File: src/rtl/rect_split_around_cut_unit_assert.svh
// Assertion macros for the rectangle split unit.
`ifndef RECT_SPLIT_AROUND_CUT_UNIT_ASSERT_SVH
`define RECT_SPLIT_AROUND_CUT_UNIT_ASSERT_SVH

`ifndef ASSERT_OFF
`define RSAC_ASSERT(lbl, prop, msg) \
  lbl: assert property (@(posedge clk) disable iff (!rst_n) prop) else $error(msg);
`define RSAC_ASSERT_ALWAYS(lbl, prop, msg) \
  lbl: assert property (@(posedge clk) prop) else $error(msg);
`else
`define RSAC_ASSERT(lbl, prop, msg)
`define RSAC_ASSERT_ALWAYS(lbl, prop, msg)
`endif

`endif

File: src/rtl/rsac_pkg.sv
// Types and constants shared by the rectangle split unit.
`timescale 1ns / 1ps
`default_nettype none
package rsac_pkg;

  localparam int unsigned COORD_W    = 16;
  localparam int unsigned NUM_PIECES = 4;

  typedef logic signed [COORD_W-1:0] coord_t;

  typedef struct packed {
    coord_t subject_top;
    coord_t subject_left;
    coord_t subject_bottom;
    coord_t subject_right;
    coord_t cut_top;
    coord_t cut_left;
    coord_t cut_bottom;
    coord_t cut_right;
  } in_t;

  typedef struct packed {
    coord_t piece_top;
    coord_t piece_left;
    coord_t piece_bottom;
    coord_t piece_right;
    logic   piece_valid;
    logic   last_piece;
  } out_t;

  typedef logic [NUM_PIECES-1:0] piece_mask_t;

endpackage
`default_nettype wire

File: src/rtl/rect_split_around_cut_unit.sv
// Rectangle split unit: pieces of a subject rectangle lying outside a cut.
`timescale 1ns / 1ps
`default_nettype none
`include "rect_split_around_cut_unit_assert.svh"

// Takes one subject/cut pair per input beat and returns the left, top, right
// and bottom strips of the subject outside the cut, in that order, one result
// beat per cycle while out_ready is high, through a registered output; the
// final beat of each run has last_piece set, and a pair that yields no strip
// gives one beat with piece_valid clear. An item stays in the input register
// until its last result beat (of 1 to 4) moves to the single result register;
// the next item is taken in the cycle its last beat moves to the output, so a
// new pair is accepted while the last beat of the previous one goes out. Each
// input beat is registered first in item_r and each result beat then in out_r.
module rect_split_around_cut_unit
  import rsac_pkg::*;
(
  input  wire logic clk,
  input  wire logic rst_n,
  input  wire logic in_valid,
  output logic      in_ready,
  input  wire in_t  in_data,
  output logic      out_valid,
  input  wire logic out_ready,
  output out_t      out_data
);

  in_t         item_r;
  logic        item_v_r;
  piece_mask_t done_r;
  out_t        out_r;
  logic        out_v_r;

  // strip evaluation on the held item
  coord_t      l1, t1, r1;
  piece_mask_t fire;
  out_t        piece [NUM_PIECES];

  always_comb begin
    fire[0] = (item_r.cut_left > item_r.subject_left) &&
              (item_r.cut_left <= item_r.subject_right);
    l1 = fire[0] ? item_r.cut_left : item_r.subject_left;
    fire[1] = (item_r.cut_top > item_r.subject_top) &&
              (item_r.cut_top <= item_r.subject_bottom);
    t1 = fire[1] ? item_r.cut_top : item_r.subject_top;
    fire[2] = (item_r.cut_right >= l1) && (item_r.cut_right < item_r.subject_right);
    r1 = fire[2] ? item_r.cut_right : item_r.subject_right;
    fire[3] = (item_r.cut_bottom >= t1) && (item_r.cut_bottom < item_r.subject_bottom);

    piece[0] = '{piece_top: item_r.subject_top, piece_left: item_r.subject_left,
                 piece_bottom: item_r.subject_bottom,
                 piece_right: coord_t'(item_r.cut_left - coord_t'(1)),
                 piece_valid: 1'b1, last_piece: 1'b0};
    piece[1] = '{piece_top: item_r.subject_top, piece_left: l1,
                 piece_bottom: coord_t'(item_r.cut_top - coord_t'(1)),
                 piece_right: item_r.subject_right,
                 piece_valid: 1'b1, last_piece: 1'b0};
    piece[2] = '{piece_top: t1, piece_left: coord_t'(item_r.cut_right + coord_t'(1)),
                 piece_bottom: item_r.subject_bottom, piece_right: item_r.subject_right,
                 piece_valid: 1'b1, last_piece: 1'b0};
    piece[3] = '{piece_top: coord_t'(item_r.cut_bottom + coord_t'(1)), piece_left: l1,
                 piece_bottom: item_r.subject_bottom, piece_right: r1,
                 piece_valid: 1'b1, last_piece: 1'b0};
  end

  // pick the earliest strip not yet sent
  piece_mask_t remaining, sel;
  logic        is_last;
  logic        out_load;
  out_t        beat;

  always_comb begin
    remaining = fire & ~done_r;
    sel       = remaining & (~remaining + piece_mask_t'(1));
    is_last   = (remaining & (remaining - piece_mask_t'(1))) == '0;
    beat      = '0;
    beat.last_piece = 1'b1;
    if (sel[0]) begin
      beat = piece[0];
    end else if (sel[1]) begin
      beat = piece[1];
    end else if (sel[2]) begin
      beat = piece[2];
    end else if (sel[3]) begin
      beat = piece[3];
    end
    beat.last_piece = is_last;
  end

  assign out_load  = item_v_r && (!out_v_r || out_ready);
  assign in_ready  = !item_v_r || (out_load && is_last);
  assign out_valid = out_v_r;
  assign out_data  = out_r;

  piece_mask_t done_nxt;
  logic        item_v_nxt;
  logic        out_v_nxt;

  always_comb begin
    done_nxt   = done_r;
    item_v_nxt = item_v_r;
    out_v_nxt  = out_v_r;
    if (out_v_r && out_ready) begin
      out_v_nxt = 1'b0;
    end
    if (out_load) begin
      out_v_nxt = 1'b1;
      if (is_last) begin
        item_v_nxt = 1'b0;
        done_nxt   = '0;
      end else begin
        done_nxt = done_r | sel;
      end
    end
    if (in_valid && in_ready) begin
      item_v_nxt = 1'b1;
      done_nxt   = '0;
    end
  end

  always_ff @(posedge clk) begin
    if (!rst_n) begin
      item_v_r <= 1'b0;
      done_r   <= '0;
      out_v_r  <= 1'b0;
    end else begin
      item_v_r <= item_v_nxt;
      done_r   <= done_nxt;
      out_v_r  <= out_v_nxt;
    end
  end

  always_ff @(posedge clk) begin
    if (in_valid && in_ready) begin
      item_r <= in_data;
    end
    if (out_load) begin
      out_r <= beat;
    end
  end

  `RSAC_ASSERT(a_item_kept, item_v_r && out_load && !is_last |=> item_v_r, "item dropped before last beat")
  `RSAC_ASSERT(a_empty_is_last, out_v_r && !out_r.piece_valid |-> out_r.last_piece, "empty result not marked last")
  `RSAC_ASSERT(a_done_subset, item_v_r |-> (done_r & ~fire) == '0, "sent mask outside fired strips")
  `RSAC_ASSERT(a_accept_clears, in_valid && in_ready |=> done_r == '0, "sent mask not cleared on new item")
  `RSAC_ASSERT_ALWAYS(a_idle_clean, !item_v_r |-> done_r == '0, "sent mask set with no item held")

endmodule
`default_nettype wire

File: config.mk
export PLATFORM = sky130hd
export DESIGN_NAME = rect_split_around_cut_unit
export DESIGN_NICKNAME = d
export VERILOG_FILES = /design/src/rtl/rsac_pkg.sv /design/src/rtl/rect_split_around_cut_unit.sv
export VERILOG_INCLUDE_DIRS = /design/src /design/src/rtl
export SDC_FILE = /design/constraint.sdc
export NUM_CORES = 1
export LEC_CHECK = 0
export BUFFER_PORTS_ARGS = -buffer_cell sky130_fd_sc_hd__buf_2
export CORE_MARGIN = 2
export CORE_UTILIZATION = 45
export CTS_BUF_LIST = sky130_fd_sc_hd__clkbuf_2 sky130_fd_sc_hd__clkbuf_4 sky130_fd_sc_hd__clkbuf_8
export DETAILED_ROUTE_END_ITERATION = 16
export HOLD_SLACK_MARGIN = 0.02
export MAX_ROUTING_LAYER = met4
export PLACE_DENSITY = 0.69
export SETUP_SLACK_MARGIN = 0.2
export SYNTH_ARGS = -nofsm -noshare
export SYNTH_HDL_FRONTEND = slang
export SYNTH_SLANG_ARGS = --single-unit
File: constraint.sdc
create_clock -name clk -period 8.2 [get_ports clk]
set_clock_uncertainty 0.05 [all_clocks]
set_input_delay 0.41 -clock clk [delete_from_list [all_inputs] [get_ports clk]]
set_output_delay 0.41 -clock clk [all_outputs]
set_load 0.005 [all_outputs]
==> metrics.csv <==
stage,metric,value,unit
status,status,completed,
place,RePlAce Congestion,0.927,
floorplan,Die Width,165,um
finish,final core utilization,54.5,%
timing,unrepaired setup endpoints after global routing,no,
pwr,leak pwr,5.72,nW
route,Vias/cell,5.51,
route,TritonRoute pass-1 iters,5,
synth,most area-hungry cell type in the Yosys netlist,edfxtp_1,
global_route,largest net degree at the start of global routing,79,
timing,Slew @ Worst Pin,1160,ps
route,Vias,8644,
synth,synth cell count leaders,"edfxtp_1 (194), ha_1 (130), inv_1 (82)",
timing,Setup TNS Final,0,ps
route,Antenna Nets Post-Route,0,
cts,clock latency on the worst-skew pair,490,ps
synth,synth warn,0,
place,IO buf count,199,
finish,final non-filler cell total,1569,
job,number of max-cap violations,0,
timing,Max Fclk,138,MHz
global_route,first-pass GRT wire length,47.4,mm
finish,layout cells sized above 1,21.6,%
min_path,hold crit path type,in -> reg,
synth,Post-synth top flop,edfxtp_1,
cts,Bufs on Longest Clock Path,2,
cts,H-tree depth,4,
floorplan,Die ar.,27200,um^2
finish,final layout net count,1487,
floorplan,num rows,58,
synth,register area share after synthesis,51.0,%
cts,clock root buffer,clkbuf_8,
place,post-place setup slack,1100,ps
timing,Fin. Hold Viols,0,
floorplan,Initial Util,46.0,%
worst_setup_path,Worst Path Max Fanout,16,
synth,ys async rst share,0,%
timing,Final Cycle Share,88.7,%
floorplan,Core ar.,25300,um^2
global_route,GRT Util Overall,24.2,%
synth,post-synthesis instance total,987,
floorplan,io pins,200,
route,number of DRC markers in iteration 0,807,
timing,final setup vio count,0,
cts,CTS tree,built,
place,placed insts,1502,
route,routed len/inst,20.1,um
global_route,total congestion overflow,0,
synth,synthesized flop and latch total,200,
floorplan,chip height,165,um
timing,Worst slew margin,22.8,%
synth,Cell variety after synth,65,
synth,top-count cell post-synth,edfxtp_1,
cts,post-CTS resize count,0,
synth,syn avg cell area,11.8,um^2
synth,top-area cell type share of the netlist area,50.0,%
timing,fin worst setup slack,929,ps
worst_setup_path,Worst Path Required,7740,ps
synth,number of synthesized flops with an enable pin,194,
global_route,vias in the first global route,8479,
cts,cts bufs inserted,17,
cts,CTS Sinks,200,
synth,Mapped Area,11700,um^2
worst_setup_path,crit start category,register,
synth,dominant cells by area after synthesis,"edfxtp_1 (50%), ha_1 (14%), mux2i_1 (3.9%), inv_1 (2.6%), a21oi_1 (2.3%)",
timing,fin crit period,7270,ps
pwr,maximum vdd drop,105,uV
global_route,initial antenna violation count,1,
worst_setup_path,CP endpoint kind,output pin,
synth,post-synthesis net count,1249,
cts,clock transition at the registers of the reported paths,110,ps
route,final WL,31.5,mm
route,DRC,0,
place,dpl hpwl,23.4,mm
pwr,Power Dens Cells,244,nW/um^2
timing,Pins Over Slew Limit,0,
finish,Layout area overhead,18.3,%
worst_setup_path,WP data arrival,6810,ps
worst_setup_path,Crit Path Class,reg -> out,
## registers in the layout (all words and copies together) (netlist names)
signal	cells
item_r	128
out_data	66
done_r	4
item_v_r	1
out_valid	1
## stage by stage
stage	area (um^2)	total power, mW	hold WS, ps
after floorplan	11700	2.28	419
after global placement	13000	2.67	469
after detailed placement	13000	2.68	458
after CTS	13700	3.38	21.5
after global routing	13800	3.57	19.8
final	13800	3.37	44.4
## timing repair
action / 4_1_cts / 5_1_grt
hold endpoints to repair: 24 / 10
hold buffers: 24 / 10
setup buffers: 0 / 0
## per-layer routing
| metal | GRT usage, % | share of wire, % |
|---|---|---|
| met5 | - | 0 |
| met4 | 7.15 | 1.8 |
| met3 | 3.19 | 5.7 |
| met1 | 36.1 | 49 |
| met2 | 34.4 | 43 |
## worst paths after layout
check	cells past startpoint	from	to	slack, ps
setup / recovery	20	item_r[43]	in_ready	930
hold / removal	1	in_data[50]	item_r[50]	40
setup reg to reg	20	item_r[43]	item_r[111]	1040
hold reg to reg	2	done_r[0]	done_r[0]	480
## power breakdown
group | switching [mW] | internal, mW
logic | 0.712 | 0.466
clock network | 0.396 | 0.290
registers | 0.123 | 1.38
total | 1.23 | 2.14
## kinds of logic after synthesis
kind of cell,count (synthesis),synth area share (%)
AND/OR/NAND/NOR,233,10.0
AO/OA/AOI/OAI,213,12.8
flip-flops,200,51.0
adder cells (fa/ha/maj),130,13.9
buffers and inverters,106,3.82
XOR/XNOR,56,4.21
multiplexers,49,4.25
## placed cells by master, fill, tap and decap left out, types with 10 or more instances in the layout
cell type / count
xor2_1: 28
o22ai_2: 10
nand2_1: 54
o22a_1: 10
clkbuf_8: 17
mux2i_1: 45
nand3_1: 20
ha_1: 130
edfxtp_1: 194
dlygate4sd3_1: 34
nor2_1: 55
a21oi_1: 53
a21o_1: 11
buf_2: 199
xnor2_1: 28
nor3_1: 26
nand4_1: 26
o2bb2ai_1: 18
inv_1: 81
o21ai_0: 45
## worst max-delay path: stages, from the launching register on
cell and delay, ps:
edfxtp_1 530, ha_1 380, nand4_1 140, or4_1 510
a21oi_1 140, or4_1 130, mux2_2 380, nand3b_1 480
buf_4 330, mux2i_1 280, ha_1 300, a21oi_1 120
o21ai_0 120, a22oi_1 230, and3_1 180, a221o_1 210
or2_0 900, o21ai_1 260, a21oi_2 350, nand2b_1 200
buf_2 130
## layout make-up
cell class / instances / area (um^2)
flip-flops and latches: 200 / 5950
fillers: 2203 / 11500
well taps: 330 / 413
multi-input cells: 681 / 5280
clock buffers: 18 / 241
inverters: 82 / 308
diodes: 1 / 2.50
repair buffers: 243 / 1420
clock inverters: 14 / 179
Power figures use the tool's default switching activity.
